--- src/hdl/wsp_pkg.sv ---
// Shared types and constants for the WAVE stream parser.
`default_nettype none
package wsp_pkg;

  localparam int unsigned WSP_QUEUE_DEPTH = 4;

  localparam logic [1:0] KIND_SAMPLE  = 2'd0;
  localparam logic [1:0] KIND_SAMPLER = 2'd1;
  localparam logic [1:0] KIND_ACCEPT  = 2'd2;
  localparam logic [1:0] KIND_REJECT  = 2'd3;

  localparam logic [31:0] TAG_RIFF = 32'h52494646;
  localparam logic [31:0] TAG_RF64 = 32'h52463634;
  localparam logic [31:0] TAG_WAVE = 32'h57415645;
  localparam logic [31:0] TAG_DS64 = 32'h64733634;
  localparam logic [31:0] TAG_FMT  = 32'h666D7420;
  localparam logic [31:0] TAG_DATA = 32'h64617461;
  localparam logic [31:0] TAG_SMPL = 32'h736D706C;

  localparam logic [15:0] FMT_PCM        = 16'h0001;
  localparam logic [15:0] FMT_FLOAT      = 16'h0003;
  localparam logic [15:0] FMT_EXTENSIBLE = 16'hFFFE;

  typedef struct packed {
    logic [7:0] file_byte;
    logic       end_of_file;
  } in_t;

  typedef struct packed {
    logic [1:0]         kind;
    logic               last_of_run;
    logic [31:0]        sample_value;
    logic [15:0]        channel_count;
    logic [30:0]        sample_rate;
    logic [15:0]        bits_per_sample;
    logic               float_format;
    logic signed [31:0] unity_note;
    logic [6:0]         pitch_cents;
    logic signed [31:0] loop_first_frame;
    logic signed [31:0] loop_last_frame;
    logic               loop_present;
  } out_t;

  // Work handed from the parser to the converter: up to two results per byte.
  typedef struct packed {
    logic        has_first;
    logic        first_smpl;
    logic [63:0] assembly;
    logic [15:0] bits;
    logic        flt;
    logic [31:0] root;
    logic [31:0] frac;
    logic [31:0] lstart;
    logic [31:0] lend;
    logic        lpres;
    logic        has_final;
    logic        final_ok;
    logic [15:0] chan;
    logic [30:0] rate;
  } job_t;

endpackage
`default_nettype wire

--- src/hdl/wsp_front.sv ---
// Byte parser: walks header and chunks, captures fields, issues jobs.
`default_nettype none
module wsp_front (
  input  wire             clk_i,
  input  wire             rst_ni,
  input  wire             in_valid_i,
  input  wsp_pkg::in_t    in_data_i,
  input  wire             full_i,
  output logic            push_o,
  output wsp_pkg::job_t   job_o
);
  import wsp_pkg::*;

  typedef enum logic [2:0] {
    PH_HEAD, PH_CHDR, PH_BODY_EVEN, PH_BODY_ODD, PH_PAD, PH_DONE
  } phase_e;

  phase_e      phase_q, phase_d;
  logic [5:0]  pos_q, pos_d;
  logic [31:0] tag_q, tag_d;
  logic [63:0] rem_q, rem_d;
  logic [5:0]  off_q, off_d;
  logic [63:0] ext_q, ext_d;
  logic [15:0] fmt_q, fmt_d;
  logic [15:0] ch_q, ch_d;
  logic [31:0] rate_q, rate_d;
  logic [15:0] bits_q, bits_d;
  logic        flt_q, flt_d;
  logic        data_q, data_d;
  logic        rej_q, rej_d;
  logic        valid_q, valid_d;
  logic [63:0] asm_q, asm_d;
  logic [12:0] sidx_q, sidx_d;
  logic [31:0] sw_q [5];
  logic [31:0] sw_d [5];

  logic        acc, eof, ended, go, ok;
  logic [7:0]  b;
  logic [5:0]  pos_inc, off_inc;
  logic [12:0] sidx_n;
  job_t        job;

  assign acc = in_valid_i && !full_i;
  assign b   = in_data_i.file_byte;
  assign eof = in_data_i.end_of_file;

  always_comb begin
    phase_d = phase_q; pos_d = pos_q; tag_d = tag_q; rem_d = rem_q; off_d = off_q;
    ext_d = ext_q; fmt_d = fmt_q; ch_d = ch_q; rate_d = rate_q; bits_d = bits_q;
    flt_d = flt_q; data_d = data_q; rej_d = rej_q; valid_d = valid_q; asm_d = asm_q;
    sidx_d = sidx_q;
    for (int i = 0; i < 5; i++) sw_d[i] = sw_q[i];
    job = '0;
    ended = 1'b0; go = 1'b0; ok = 1'b0;
    sidx_n = sidx_q + 13'd1;
    pos_inc = (pos_q == 6'd63) ? pos_q : pos_q + 6'd1;
    off_inc = (off_q == 6'd63) ? off_q : off_q + 6'd1;
    if (acc) begin
      unique case (phase_q)
        PH_HEAD: begin
          tag_d = {tag_q[23:0], b};
          if (pos_q == 6'd3 && tag_d != TAG_RIFF && tag_d != TAG_RF64) begin
            rej_d = 1'b1; phase_d = PH_DONE;
          end else if (pos_q == 6'd11) begin
            if (tag_d != TAG_WAVE) begin
              rej_d = 1'b1; phase_d = PH_DONE;
            end else begin
              phase_d = PH_CHDR; off_d = '0;
            end
          end
        end
        PH_CHDR: begin
          if (!off_q[2]) tag_d = {tag_q[23:0], b};
          else if (off_q[1:0] == 2'd0) rem_d = {56'b0, b};
          else rem_d = rem_q | ({56'b0, b} << {off_q[1:0], 3'b000});
          off_d = off_q + 6'd1;
          if (off_q[2:0] == 3'd7) begin
            off_d = '0; sidx_d = '0; asm_d = '0; go = 1'b1;
            if (tag_q == TAG_FMT) begin
              valid_d = 1'b0;
              if (data_q || rem_d == 64'd0) begin
                rej_d = 1'b1; phase_d = PH_DONE; go = 1'b0;
              end
            end else if (tag_q == TAG_DATA) begin
              if (!valid_q || data_q || bits_q[15:3] == 13'd0) begin
                rej_d = 1'b1; phase_d = PH_DONE; go = 1'b0;
              end else if (rem_d == 64'h0000_0000_FFFF_FFFF && ext_q != 64'd0) begin
                rem_d = ext_q;
              end
            end
            if (go) begin
              if (rem_d == 64'd0) phase_d = PH_DONE;
              else if (rem_d[0]) phase_d = PH_BODY_ODD;
              else phase_d = PH_BODY_EVEN;
            end
          end
        end
        PH_BODY_EVEN, PH_BODY_ODD: begin
          if (tag_q == TAG_FMT) begin
            if (off_q < 6'd2) fmt_d[{off_q[0], 3'b000} +: 8] = b;
            else if (off_q < 6'd4) ch_d[{off_q[0], 3'b000} +: 8] = b;
            else if (off_q < 6'd8) rate_d[{off_q[1:0], 3'b000} +: 8] = b;
            else if (off_q == 6'd14 || off_q == 6'd15) bits_d[{off_q[0], 3'b000} +: 8] = b;
            else if ((off_q == 6'd24 || off_q == 6'd25) && fmt_q == FMT_EXTENSIBLE
                     && (rem_q + {58'b0, off_q}) >= 64'd40) begin
              if (off_q == 6'd24) asm_d = {56'b0, b};
              else fmt_d = {b, asm_q[7:0]};
            end
          end else if (tag_q == TAG_DS64) begin
            if (off_q >= 6'd8 && off_q < 6'd16) ext_d[{off_q[2:0], 3'b000} +: 8] = b;
          end else if (tag_q == TAG_SMPL) begin
            if (off_q >= 6'd12 && off_q < 6'd16) sw_d[0][{off_q[1:0], 3'b000} +: 8] = b;
            else if (off_q >= 6'd16 && off_q < 6'd20) sw_d[1][{off_q[1:0], 3'b000} +: 8] = b;
            else if (off_q >= 6'd28 && off_q < 6'd32) sw_d[2][{off_q[1:0], 3'b000} +: 8] = b;
            else if (off_q >= 6'd44 && off_q < 6'd48) sw_d[3][{off_q[1:0], 3'b000} +: 8] = b;
            else if (off_q >= 6'd48 && off_q < 6'd52) sw_d[4][{off_q[1:0], 3'b000} +: 8] = b;
          end else if (tag_q == TAG_DATA) begin
            data_d = 1'b1;
            if (sidx_q < 13'd8) asm_d = asm_q | ({56'b0, b} << {sidx_q[2:0], 3'b000});
            if (sidx_n == bits_q[15:3]) begin
              job.has_first = 1'b1;
              job.assembly  = asm_d;
              sidx_d = '0; asm_d = '0;
            end else begin
              sidx_d = sidx_n;
            end
          end
          rem_d = rem_q - 64'd1;
          off_d = off_inc;
          ended = (rem_d == 64'd0);
          if (ended) begin
            phase_d = (phase_q == PH_BODY_ODD) ? PH_PAD : PH_CHDR;
            if (tag_q == TAG_FMT) begin
              if (off_inc < 6'd16) begin
                rej_d = 1'b1; phase_d = PH_DONE;
              end else begin
                flt_d = (fmt_d == FMT_FLOAT);
                if (fmt_d != FMT_PCM && fmt_d != FMT_FLOAT && fmt_d != FMT_EXTENSIBLE) begin
                  rej_d = 1'b1; phase_d = PH_DONE;
                end else begin
                  valid_d = 1'b1;
                end
              end
            end
          end
          // Sampler info at body end, or at end of file inside the body.
          if (tag_q == TAG_SMPL && off_inc >= 6'd36 && (ended || eof)) begin
            job.has_first  = 1'b1;
            job.first_smpl = 1'b1;
            job.root = sw_d[0];
            job.frac = sw_d[1];
            if (sw_d[2] != 32'd0 && off_inc >= 6'd60) begin
              job.lstart = sw_d[3];
              job.lend   = sw_d[4];
              job.lpres  = 1'b1;
            end
          end
          if (ended && phase_d != PH_DONE) off_d = '0;
        end
        PH_PAD: begin
          phase_d = PH_CHDR; off_d = '0;
        end
        default: ;
      endcase
      pos_d = pos_inc;
      job.bits = bits_d;
      job.flt  = flt_d;
      if (eof) begin
        ok = !rej_d && pos_inc >= 6'd44 && data_d && valid_d && ch_d != 16'd0
             && rate_d != 32'd0 && !rate_d[31] && bits_d[15:3] != 13'd0;
        job.has_final = 1'b1;
        job.final_ok  = ok;
        job.chan      = ch_d;
        job.rate      = rate_d[30:0];
        // Return to the reset state for the next file.
        phase_d = PH_HEAD; pos_d = '0; tag_d = '0; rem_d = '0; off_d = '0; ext_d = '0;
        fmt_d = '0; ch_d = '0; rate_d = '0; bits_d = 16'd16; flt_d = 1'b0;
        data_d = 1'b0; rej_d = 1'b0; valid_d = 1'b0; asm_d = '0; sidx_d = '0;
        for (int i = 0; i < 5; i++) sw_d[i] = '0;
      end
    end
  end

  always_ff @(posedge clk_i or negedge rst_ni) begin
    if (!rst_ni) begin
      phase_q <= PH_HEAD; pos_q <= '0; tag_q <= '0; rem_q <= '0; off_q <= '0;
      ext_q <= '0; fmt_q <= '0; ch_q <= '0; rate_q <= '0; bits_q <= 16'd16;
      flt_q <= 1'b0; data_q <= 1'b0; rej_q <= 1'b0; valid_q <= 1'b0;
      asm_q <= '0; sidx_q <= '0;
      for (int i = 0; i < 5; i++) sw_q[i] <= '0;
    end else begin
      phase_q <= phase_d; pos_q <= pos_d; tag_q <= tag_d; rem_q <= rem_d; off_q <= off_d;
      ext_q <= ext_d; fmt_q <= fmt_d; ch_q <= ch_d; rate_q <= rate_d; bits_q <= bits_d;
      flt_q <= flt_d; data_q <= data_d; rej_q <= rej_d; valid_q <= valid_d;
      asm_q <= asm_d; sidx_q <= sidx_d;
      for (int i = 0; i < 5; i++) sw_q[i] <= sw_d[i];
    end
  end

  assign push_o = acc && (job.has_first || job.has_final);
  assign job_o  = job;

endmodule
`default_nettype wire

--- src/hdl/wsp_queue.sv ---
// Job queue between parser and converter.
`default_nettype none
module wsp_queue #(
  parameter int unsigned Depth = wsp_pkg::WSP_QUEUE_DEPTH
) (
  input  wire            clk_i,
  input  wire            rst_ni,
  input  wire            push_i,
  input  wsp_pkg::job_t  push_data_i,
  input  wire            pop_i,
  output logic           full_o,
  output logic           empty_o,
  output wsp_pkg::job_t  head_o
);
  import wsp_pkg::*;

  localparam int unsigned PtrW = (Depth > 1) ? $clog2(Depth) : 1;
  localparam int unsigned CntW = $clog2(Depth + 1);
  localparam logic [PtrW-1:0] LastPtr = PtrW'(Depth - 1);

  job_t            mem_q [Depth];
  logic [PtrW-1:0] wr_q, rd_q;
  logic [CntW-1:0] cnt_q;
  logic            do_push, do_pop;

  assign full_o  = (cnt_q == CntW'(Depth));
  assign empty_o = (cnt_q == '0);
  assign do_push = push_i && !full_o;
  assign do_pop  = pop_i && !empty_o;
  assign head_o  = mem_q[rd_q];

  always_ff @(posedge clk_i) begin
    if (do_push) mem_q[wr_q] <= push_data_i;
  end

  always_ff @(posedge clk_i or negedge rst_ni) begin
    if (!rst_ni) begin
      wr_q <= '0; rd_q <= '0; cnt_q <= '0;
    end else begin
      if (do_push) wr_q <= (wr_q == LastPtr) ? '0 : wr_q + PtrW'(1);
      if (do_pop) rd_q <= (rd_q == LastPtr) ? '0 : rd_q + PtrW'(1);
      if (do_push && !do_pop) cnt_q <= cnt_q + CntW'(1);
      else if (!do_push && do_pop) cnt_q <= cnt_q - CntW'(1);
    end
  end

endmodule
`default_nettype wire

--- src/hdl/wsp_back.sv ---
// Converter: sample to single in two stages, then the result register.
`default_nettype none
module wsp_back (
  input  wire            clk_i,
  input  wire            rst_ni,
  input  wire            empty_i,
  input  wsp_pkg::job_t  head_i,
  output logic           pop_o,
  output logic           out_valid_o,
  input  wire            out_stall_i,
  output wsp_pkg::out_t  out_data_o
);
  import wsp_pkg::*;

  typedef enum logic [1:0] {CV_ZERO, CV_PASS, CV_INT, CV_F64} conv_e;

  function automatic logic [63:0] rne(input logic [63:0] m, input logic [5:0] sh);
    logic [63:0] q, rem, half;
    q    = m >> sh;
    rem  = m & ((64'd1 << sh) - 64'd1);
    half = 64'd1 << (sh - 6'd1);
    if (rem > half || (rem == half && q[0])) q = q + 64'd1;
    return q;
  endfunction

  // Stage 1: classify, magnitude, leading one, cents.
  logic               s1_v_q;
  job_t               s1_job_q;
  conv_e              s1_cv_q, cv;
  logic               s1_sign_q, sgn;
  logic [31:0]        s1_mag_q, mag;
  logic [4:0]         s1_p_q, p;
  logic [4:0]         s1_frac_q, frac;
  logic [6:0]         s1_cents_q, cents;
  logic signed [32:0] v, vabs;
  logic [39:0]        csum;

  always_comb begin
    cv = CV_ZERO; frac = 5'd0; v = '0;
    if (head_i.flt) begin
      if (head_i.bits == 16'd32) cv = CV_PASS;
      else if (head_i.bits == 16'd64) cv = CV_F64;
    end else begin
      case (head_i.bits)
        16'd8: begin
          v = $signed({25'b0, head_i.assembly[7:0]}) - 33'sd128; frac = 5'd7; cv = CV_INT;
        end
        16'd16: begin
          v = $signed({{17{head_i.assembly[15]}}, head_i.assembly[15:0]});
          frac = 5'd15; cv = CV_INT;
        end
        16'd24: begin
          v = $signed({{9{head_i.assembly[23]}}, head_i.assembly[23:0]});
          frac = 5'd23; cv = CV_INT;
        end
        16'd32: begin
          v = $signed({head_i.assembly[31], head_i.assembly[31:0]});
          frac = 5'd31; cv = CV_INT;
        end
        default: cv = CV_ZERO;
      endcase
    end
    sgn  = v[32];
    vabs = sgn ? -v : v;
    mag  = vabs[31:0];
    if (cv == CV_INT && mag == 32'd0) cv = CV_ZERO;
    p = 5'd0;
    for (int i = 0; i < 32; i++) if (mag[i]) p = 5'(i);
    csum  = {8'b0, head_i.frac} * 40'd100 + 40'h0080000000;
    cents = csum[38:32];
  end

  // Stage 2: rounding and packing.
  logic [31:0]        val;
  logic [8:0]         exp_m1;
  logic [31:0]        sig;
  logic [10:0]        de;
  logic [51:0]        man;
  logic [63:0]        m53;
  logic signed [12:0] fe, shs;
  logic [31:0]        r;
  logic [31:0]        sbit;

  always_comb begin
    val = 32'd0; sig = 32'd0; r = 32'd0;
    exp_m1 = {4'b0, s1_p_q} + 9'd126 - {4'b0, s1_frac_q};
    de   = s1_job_q.assembly[62:52];
    man  = s1_job_q.assembly[51:0];
    m53  = {11'b0, 1'b1, man};
    fe   = $signed({2'b0, de}) - 13'sd896;
    shs  = 13'sd30 - fe;
    sbit = {s1_job_q.assembly[63], 31'b0};
    case (s1_cv_q)
      CV_PASS: val = s1_job_q.assembly[31:0];
      CV_INT: begin
        if (s1_p_q <= 5'd23) sig = s1_mag_q << (5'd23 - s1_p_q);
        else sig = 32'(rne({32'b0, s1_mag_q}, 6'(s1_p_q - 5'd23)));
        val = {s1_sign_q, 31'b0} | ({exp_m1[7:0], 23'b0} + sig);
      end
      CV_F64: begin
        if (de == 11'h7FF) begin
          val = sbit | 32'h7F800000 | ((man != 52'd0) ? (32'h00400000 | {9'b0, man[51:29]})
                                                       : 32'd0);
        end else if (de == 11'd0) begin
          val = sbit;
        end else if (fe >= 13'sd255) begin
          val = sbit | 32'h7F800000;
        end else if (fe >= 13'sd1) begin
          r = {fe[7:0] - 8'd1, 23'b0} + 32'(rne(m53, 6'd29));
          if (r > 32'h7F800000) r = 32'h7F800000;
          val = sbit | r;
        end else if (shs > 13'sd54) begin
          val = sbit;
        end else begin
          val = sbit | 32'(rne(m53, shs[5:0]));
        end
      end
      default: val = 32'd0;
    endcase
  end

  // Result register: one or two transfers per job.
  logic        out_v_q, second_q;
  job_t        out_job_q;
  logic [31:0] out_val_q;
  logic [6:0]  out_cents_q;
  logic        out_last, xfer, out_free, s1_free;
  out_t        od;

  assign out_last = second_q || !out_job_q.has_first || !out_job_q.has_final;
  assign xfer     = out_v_q && !out_stall_i;
  assign out_free = !out_v_q || (xfer && out_last);
  assign s1_free  = !s1_v_q || out_free;
  assign pop_o    = !empty_i && s1_free;

  always_ff @(posedge clk_i or negedge rst_ni) begin
    if (!rst_ni) begin
      s1_v_q <= 1'b0; out_v_q <= 1'b0; second_q <= 1'b0;
    end else begin
      if (s1_free) s1_v_q <= !empty_i;
      if (out_free) begin
        out_v_q  <= s1_v_q;
        second_q <= 1'b0;
      end else if (xfer) begin
        second_q <= 1'b1;
      end
    end
  end

  always_ff @(posedge clk_i) begin
    if (s1_free) begin
      s1_job_q <= head_i; s1_cv_q <= cv; s1_sign_q <= sgn; s1_mag_q <= mag;
      s1_p_q <= p; s1_frac_q <= frac; s1_cents_q <= cents;
    end
    if (out_free) begin
      out_job_q <= s1_job_q; out_val_q <= val; out_cents_q <= s1_cents_q;
    end
  end

  always_comb begin
    od = '0;
    od.last_of_run = out_last;
    if (!second_q && out_job_q.has_first) begin
      if (out_job_q.first_smpl) begin
        od.kind         = KIND_SAMPLER;
        od.unity_note   = out_job_q.root;
        od.pitch_cents  = out_cents_q;
        od.loop_present = out_job_q.lpres;
        if (out_job_q.lpres) begin
          od.loop_first_frame = out_job_q.lstart;
          od.loop_last_frame  = out_job_q.lend;
        end
      end else begin
        od.kind            = KIND_SAMPLE;
        od.sample_value    = out_val_q;
        od.bits_per_sample = out_job_q.bits;
        od.float_format    = out_job_q.flt;
      end
    end else if (out_job_q.final_ok) begin
      od.kind            = KIND_ACCEPT;
      od.channel_count   = out_job_q.chan;
      od.sample_rate     = out_job_q.rate;
      od.bits_per_sample = out_job_q.bits;
      od.float_format    = out_job_q.flt;
    end else begin
      od.kind = KIND_REJECT;
    end
  end

  assign out_valid_o = out_v_q;
  assign out_data_o  = od;

endmodule
`default_nettype wire

--- src/hdl/wav_stream_parser_core.sv ---
// Top level of the WAVE stream parser.
// Input channel: one file byte per transfer, with end_of_file on the last byte.
// The parser takes one byte per cycle while its job queue has room; bytes that
// cause no result leave nothing behind them.
// Output channel: samples as IEEE singles, sampler info, and a final accept or
// reject per file; last_of_run marks the last result caused by a byte.
// Path: a byte is parsed and its job written to the queue at the accepting edge,
// then the job passes the conversion stage and the result register. A byte with
// two results (a last sample or sampler info together with the verdict) holds
// the result register for both; otherwise one result per cycle is sustained without stalls.
// When the receiver stalls, the result holds, the conversion stage and queue
// fill, and then the input stalls. After the end_of_file byte the parser is
// back in its reset state, so the next byte opens a new file.
// Reset clears the parser, empties the queue and drops pending results.
`default_nettype none
module wav_stream_parser_core #(
  parameter int unsigned QueueDepth = wsp_pkg::WSP_QUEUE_DEPTH
) (
  input  wire            clk_i,
  input  wire            rst_ni,
  input  wire            in_valid_i,
  output logic           in_stall_o,
  input  wsp_pkg::in_t   in_data_i,
  output logic           out_valid_o,
  input  wire            out_stall_i,
  output wsp_pkg::out_t  out_data_o
);
  import wsp_pkg::*;

  logic push, pop, full, empty;
  job_t job, head;

  assign in_stall_o = full;

  wsp_front u_front (
    .clk_i, .rst_ni, .in_valid_i, .in_data_i,
    .full_i(full), .push_o(push), .job_o(job)
  );

  wsp_queue #(.Depth(QueueDepth)) u_queue (
    .clk_i, .rst_ni, .push_i(push), .push_data_i(job), .pop_i(pop),
    .full_o(full), .empty_o(empty), .head_o(head)
  );

  wsp_back u_back (
    .clk_i, .rst_ni, .empty_i(empty), .head_i(head), .pop_o(pop),
    .out_valid_o, .out_stall_i, .out_data_o
  );

endmodule
`default_nettype wire

--- config.mk ---
export PLATFORM = sky130hd
export DESIGN_NAME = wav_stream_parser_core
export DESIGN_NICKNAME = d
export VERILOG_FILES = /design/src/hdl/wsp_pkg.sv /design/src/hdl/wsp_front.sv /design/src/hdl/wsp_queue.sv /design/src/hdl/wsp_back.sv /design/src/hdl/wav_stream_parser_core.sv
export SDC_FILE = /design/constraint.sdc
export NUM_CORES = 2
export LEC_CHECK = 0
export BUFFER_PORTS_ARGS = -buffer_cell sky130_fd_sc_hd__buf_2
export CAP_MARGIN = 25
export CORE_UTILIZATION = 50
export CTS_CLUSTER_DIAMETER = 200
export CTS_CLUSTER_SIZE = 28
export DETAILED_ROUTE_END_ITERATION = 8
export GPL_TIMING_DRIVEN = 0
export PLACE_DENSITY_LB_ADDON = 0.25
export RECOVER_POWER = 25
export SLEW_MARGIN = 0
export SYNTH_ARGS = -nofsm -noshare
export SYNTH_HDL_FRONTEND = slang
export SYNTH_SLANG_ARGS = --single-unit
export TNS_END_PERCENT = 1
--- constraint.sdc ---
create_clock -name clk_i -period 12.5 [get_ports clk_i]
set_clock_uncertainty 0.2 [all_clocks]
set_input_delay 1.25 -clock clk_i [delete_from_list [all_inputs] [get_ports clk_i]]
set_output_delay 1.25 -clock clk_i [all_outputs]
set_load 0.03 [all_outputs]
### Word-level counts from Yosys, hierarchy flattened

Memory sizes are Yosys's and may differ from the RTL's.
Cells that the tools add are included.

* magnitude comparators: 28
* shifts and indexed selects: 15
* multipliers: 1
* add/sub/neg operators: 31
* equality and inequality tests: 67
* reduce and logical (&&, ||, !) cells: 102
* bitwise operators: 8
* multiplexer cells: 280

Operators by type and width (count)
* 2-to-1 mux 64 bit: 40
* 2-to-1 mux 32 bit: 45
* 2-to-1 mux 160 bit: 7
* 2-to-1 mux 16 bit: 25
* 2-to-1 mux 261 bit: 1
* 2-to-1 mux 129 bit: 2
* one-hot mux 64 bit (2 select lines): 2
* left shift 1 x 6 -> 64 bit (first input constant): 4
* 2-to-1 mux 104 bit: 2
* bitwise mux 32 bit: 6
* zero test 64 bit: 3
* subtractor 64 x 1 -> 64 bit (second input constant): 3
* one-hot mux 33 bit (4 select lines): 1
* == test 32 x 31 -> 1 bit (second input constant): 4
* == test 64 bit: 2
* greater-than comparator 64 bit: 2
* 2-to-1 mux 128 bit: 1
* bitwise OR 32 bit: 4
* bitwise OR 64 bit: 2
* 2-to-1 mux 96 bit: 1
* != test 32 x 31 -> 1 bit (second input constant): 3
* one-hot mux 32 bit (3 select lines): 1
* 2-to-1 mux 13 bit: 7
* 2-to-1 mux 3 bit: 28
* 128 further kinds: 336

* word-level logic and storage cells: 597
* input port bits: 13
* flip-flop bits (word level): 991
* bits in writable memories: 1044
* memories: 1
* output and inout port bits: 205

Memories
* u_queue.mem_q: depth 4, width 261, read ports 1, clocked after Yosys merged registers in 0, write ports 1, RTL line wsp_queue.sv:21 `job_t mem_q [Depth];`

### Longest topological paths before layout

* word-level depth: 38
* depth in mapped cells: 49
* depth with buffers taken out: 42

### By module

A second synthesis with hierarchy kept.

* cells, all modules: 9542
* area, all modules: 108170.0 sq um

Modules (own cells, without submodules)
* wsp_back: times used 1, area an instance 38135.3 sq um, seq. area each 14579.0 sq um, cells each 3875
* wsp_queue: times used 1, area an instance 38031.5 sq um, seq. area each 31525.2 sq um, cells each 1400
* wsp_front: times used 1, area an instance 32003.2 sq um, seq. area each 12413.2 sq um, cells each 4267

### Least setup slack after synthesis

OpenSTA, ideal clock, no wires.

* kind: input to register
* from: in out_stall_i
* to: reg u_queue.cnt_q[1]
* data arrival time: 14.216 ns
* setup time: 0.125 ns
* data required time: 12.175 ns
* path buffers: 0
* setup slack: -2.040 ns
* stages on the path: 9
* cells stage by stage: nand2b_1 nand2_1 inv_1 nand2_1 o31ai_1 ha_1 inv_1 fa_1 mux2_2

* cells in the longest elaborated chain, start to end: 10
* elaborated cells between the ends (all ways): 12
* those cells by class: mux: 1; reduce/logical: 11

Ends and longest elaborated chain
* start, declared: RTL line wav_stream_parser_core.sv:25 `input wire out_stall_i,`
* zero test 1 bit *: RTL line wsp_back.sv:131 `assign xfer = out_v_q && !out_stall_i;`
* logical AND 1 bit *: RTL line wsp_back.sv:131
* logical AND 1 bit *: RTL line wsp_back.sv:132 `assign out_free = !out_v_q || (xfer && out_last);`
* logical OR 1 bit *: RTL line wsp_back.sv:132
* logical OR 1 bit *: RTL line wsp_back.sv:133 `assign s1_free = !s1_v_q || out_free;`
* logical AND 1 bit *: RTL line wsp_back.sv:134 `assign pop_o = !empty_i && s1_free;`
* logical AND 1 bit *: RTL line wsp_queue.sv:29 `assign do_pop = pop_i && !empty_o;`
* zero test 1 bit: RTL line wsp_queue.sv:42 `if (do_push && !do_pop) cnt_q <= cnt_q + CntW'(1);`
* logical AND 1 bit: RTL line wsp_queue.sv:42
* 2-to-1 mux 3 bit / nonzero test 2 bit (equally long branches)
* end signal, assigned: RTL line wsp_queue.sv:42
* end signal, assigned: RTL line wsp_queue.sv:43 `else if (!do_push && do_pop) cnt_q <= cnt_q - CntW'(1);`
* end, declared: RTL line wsp_queue.sv:23 `logic [CntW-1:0] cnt_q;`

Mark *: on every way between the ends. The rest lies on a longest branch, timed or not.
A chain may end at the register's enable or synchronous reset.

### Worst setup path after layout

* from: reg u_back.s1_p_q[2]
* to: reg u_back.out_val_q[29], data pin

* cells in the longest elaborated chain, start to end: 13
* elaborated cells between the ends (all ways): 23
* those cells by class: add/sub: 8; order compare: 2; eq/ne: 1; shift: 4; mux: 4; bitwise: 2; reduce/logical: 2

Ends and longest elaborated chain
* start, declared: RTL line wsp_back.sv:32 `logic [4:0] s1_p_q, p;`
* start signal, assigned: RTL line wsp_back.sv:153 `s1_p_q <= p; s1_frac_q <= frac; s1_cents_q <= cents;`
* parallel branches: the longest is 10 deep, another holds subtractor 64 x 1 -> 64 bit
* adder 31 x 32 -> 32 bit *: RTL line wsp_back.sv:98 `val = {s1_sign_q, 31'b0} | ({exp_m1[7:0], 23'b0} + sig);`
* bitwise OR 32 bit *: RTL line wsp_back.sv:98
* one-hot mux 32 bit (3 select lines) *: RTL line wsp_back.sv:93 `case (s1_cv_q)`
* end signal, assigned: RTL line wsp_back.sv:156 `out_job_q <= s1_job_q; out_val_q <= val; out_cents_q <= s1_cents_q;`
* end, declared: RTL line wsp_back.sv:125 `logic [31:0] out_val_q;`

Mark *: on every way between the ends. The select of a mux whose other input is x is not followed.

==> impl_metrics.toml <==
[clock_tree]
hold_buffers = 0
clk_latency_ps = 840
cts_buffer_depth = 3
htreeDepth = 3
cts_root_buf = "clkbuf_16"
cts_tree = "done"
cts_buffers = 82
cts_sinks = 2033
cts.clk_slew.worst_paths_ps = 120

[timing]
fmax_ghz = 0.0854
tightest_slew_ps = 6260
relSlewSlack_pct = -318
setup_viol = 0
rsz0062_at_grt = "no"
min_period_over_period_pct = 93.6
period_needed_ps = 11710
final_max_slew_viol_count = 809
finalHoldViolCount = 0

[yosys]
synth_warnings = 0
synth_area_leaders = "edfxtp_1, dfrtp_1, mux4_2"
synth_ff_type = "edfxtp_1"
synth_cell_type_count = 109
ys_seq_area_share_pct = 54.8
synth_seq_cells = 2033
synth_top_cell_by_area = "edfxtp_1"
synth_nets = 9747
netlist_instances = 9447
syn_avg_cell_area_um2 = 11.3
yosysMostFrequentCell = "edfxtp_1"
synth_edf_count = 1527
synthTopCellsByCount = "edfxtp_1, nand2_1, nor2_1"
synth.top_cell.area_share_pct = 43.0
syn_area_mm2 = 0.107
synthArstFlopShare_pct = 24.9

[pwr]
p_int_w = 0.0154
p_per_area_mw_per_mm2 = 240
p_total_w = 0.0277
clkPwrFrac_pct = 12.3
seq_power_share_pct = 34.9
ir_worst_vdd_uv = 228
p_sw_share_pct = 44.2
switchingPower_w = 0.0122
leakage_nw = 41.3
pwr-share-comb_pct = 52.7

[placement]
io_buffers = 215
gp_congestion = 1.01
dp_hpwl_mm = 279

[critical_path]
crit_path_start_kind = "flip-flop"
cpPeakStageDelay_ps = 520
cp_max_fo = 19
cp.arrival_ps = 12030
cpMostUsedCell = "clkbuf_1"
critPathKind = "flip-flop to flip-flop"
reg2reg_depth = 45
crit_slowest_cell = "edfxtp_1"
end_kind = "flip-flop"
worst_ep_required_time_ps = 12820

[drt]
detail-route-antenna-nets = 0
wl_per_cell_um = 29.4
vias_per_cell = 6.52
dr.pass1.iters = 9
drc_errors = 48
drt_wl_total_mm = 374
vias = 83100
drtIter0Drc = 10200

[global_routing]
antenna_found_initial = 11
grt_pass1_wl_mm = 543
grt_pass1_vias = 79700
grtUsageTotal_pct = 34.2
grt_max_degree = 122
gr-total-overflow = 0

[status]
outcome = "finished with violations"
violations = "design-rule violations, max-capacitance violations, max-slew violations"

[cells_and_area]
nets = 10100
drive_gt1_share_pct = 9.44
final_util_pct = 54.3
areaGrowthSynthToFinish_pct = 7.91
fill_cells = 18100

[floorplan]
die_area_mm2 = 0.215
initial_core_util_pct = 50.3
die_x_um = 464
ioPinCount = 218
coreArea_mm2 = 0.212
row_count = 169
die_h_um = 464

[worst_hold_path]
hold_class = "flip-flop to flip-flop"
worstHoldPathCells = 0

[flow_run]
max_cap_violations = 11
per-stage QoR:
step           area [um^2]  setup WS (ps)  std cells  setup TNS, ps  hold slack (ps)
2_1_floorplan       107000            825       9447              0              200
3_3_place_gp        111000          -5930      12500       -7218930              201
3_5_place_dp        113000          -1300      12600          -6050              205
4_1_cts             115000           20.0      12700              0             93.9
5_1_grt             115000           36.6      12700              0              227
6_report            115000            794      12700              0              220
area by class of cell:
| type | instances | area [um^2] | share of cell area (%) |
|---|---|---|---|
| diodes | 7 | 17.5 | 0.0152 |
| plain buffers | 576 | 2270 | 1.97 |
| clock buffers | 145 | 2290 | 1.99 |
| clock inverters | 8 | 203 | 0.176 |
| inverters | 284 | 1070 | 0.929 |
| multi-input cells | 6550 | 44900 | 39.0 |
| flip-flops and latches | 2033 | 58500 | 50.8 |
| well taps | 2821 | 3530 | 3.07 |
| repair buffers | 307 | 2350 | 2.04 |
timing repair:
action                                  CTS  global route
resized for setup                        10            13
endpoints found under the setup margin    8             7
buffers inserted                          0             5
worst max-delay path, delay by kind of cell (launching register included):
| kind | cells | cell delay (ps) |
|---|---|---|
| buf+inv | 12 | 3600 |
| compound gates | 14 | 2830 |
| simple gates | 12 | 2580 |
| fa+ha+maj | 4 | 1230 |
| flops | 1 | 520 |
| xor+xnor | 2 | 310 |
| mux | 1 | 180 |
layer usage:
| metal | GRT usage [%] | up-vias | routed length, um |
|---|---|---|---|
| li1 | - | 36000 | - |
| met1 | 45.3 | 41500 | 147000 |
| met2 | 53.3 | 4510 | 170000 |
| met3 | 4.99 | 1052 | 30500 |
| met4 | 20.8 | 6 | 26600 |
| met5 | 0 | - | 37 |
power groups by stage:
stage / logic [W] / clock network [W] / registers [W]
detailed placement: 0.0143 / 0 / 0.00970
global route: 0.0157 / 0.00366 / 0.00972
CTS: 0.0144 / 0.00346 / 0.00955
global placement: 0.0139 / 0 / 0.00999
finish: 0.0146 / 0.00341 / 0.00966
floorplan: 0.00977 / 0 / 0.00940
placed cells by master, fill, tap and decap left out, drive strengths merged, types with 85 or more instances in the layout:
master,synthesis,final
o21ai,655,655
dfrtp,505,505
buf,130,413
xnor2,146,146
nor4,140,140
mux4,364,364
xor2,86,86
clkbuf,450,613
ha,256,256
and3,149,149
a21oi,659,659
and2,214,214
a31oi,88,88
mux2i,130,130
nand3,237,237
edfxtp,1527,1527
nor2b,85,85
nand2,1217,1217
inv,278,278
nor3,213,213
nand4,115,115
a22o,86,86
nor2,740,740
sequential cells by signal (all words and copies together), names as in the netlist, 52 cells and up:
register,count
u_back.out_job_q,165
u_front.rem_q,64
u_front.sw_q,160
u_queue.mem_q,1044
u_back.s1_job_q,166
u_front.asm_q,64
u_back.m53,52
u_front.ext_q,64
path summary, 6_finish.rpt:
path	start	end	slack, ps
max	u_back.s1_p_q[2]$_SDFFCE_PP1N_	u_back.out_val_q[29]$_SDFFCE_PN0N_	790
min	u_back.s1_job_q[5]$_DFFE_PN_	u_back.out_job_q[5]$_DFFE_PN_	220
max reg2reg	u_back.s1_p_q[2]$_SDFFCE_PP1N_	u_back.out_val_q[29]$_SDFFCE_PN0N_	790
min reg2reg	u_back.s1_job_q[5]$_DFFE_PN_	u_back.out_job_q[5]$_DFFE_PN_	220
max in group asynchronous	rst_ni	u_front.sidx_q[9]$_DFFE_PN0P_	1840
min in group asynchronous	rst_ni	u_front.sw_q[30]$_DFFE_PN0P_	1190
logic make-up (layout without fill, tap and decap cells):
family	count (synthesis)	count (layout)	synth area share (%)
buffers and inverters	864	1320	3.15
AOI/OAI and AO/OA	2125	2125	12.2
xor gates and xnor gates	232	232	1.91
muxes	533	533	9.31
DFF	2033	2033	54.8
and+or+nand+nor	3372	3372	15.0
other	0	7	0
adders and majority gates	288	288	3.59
Note: power is estimated with default switching activity, not from simulation.
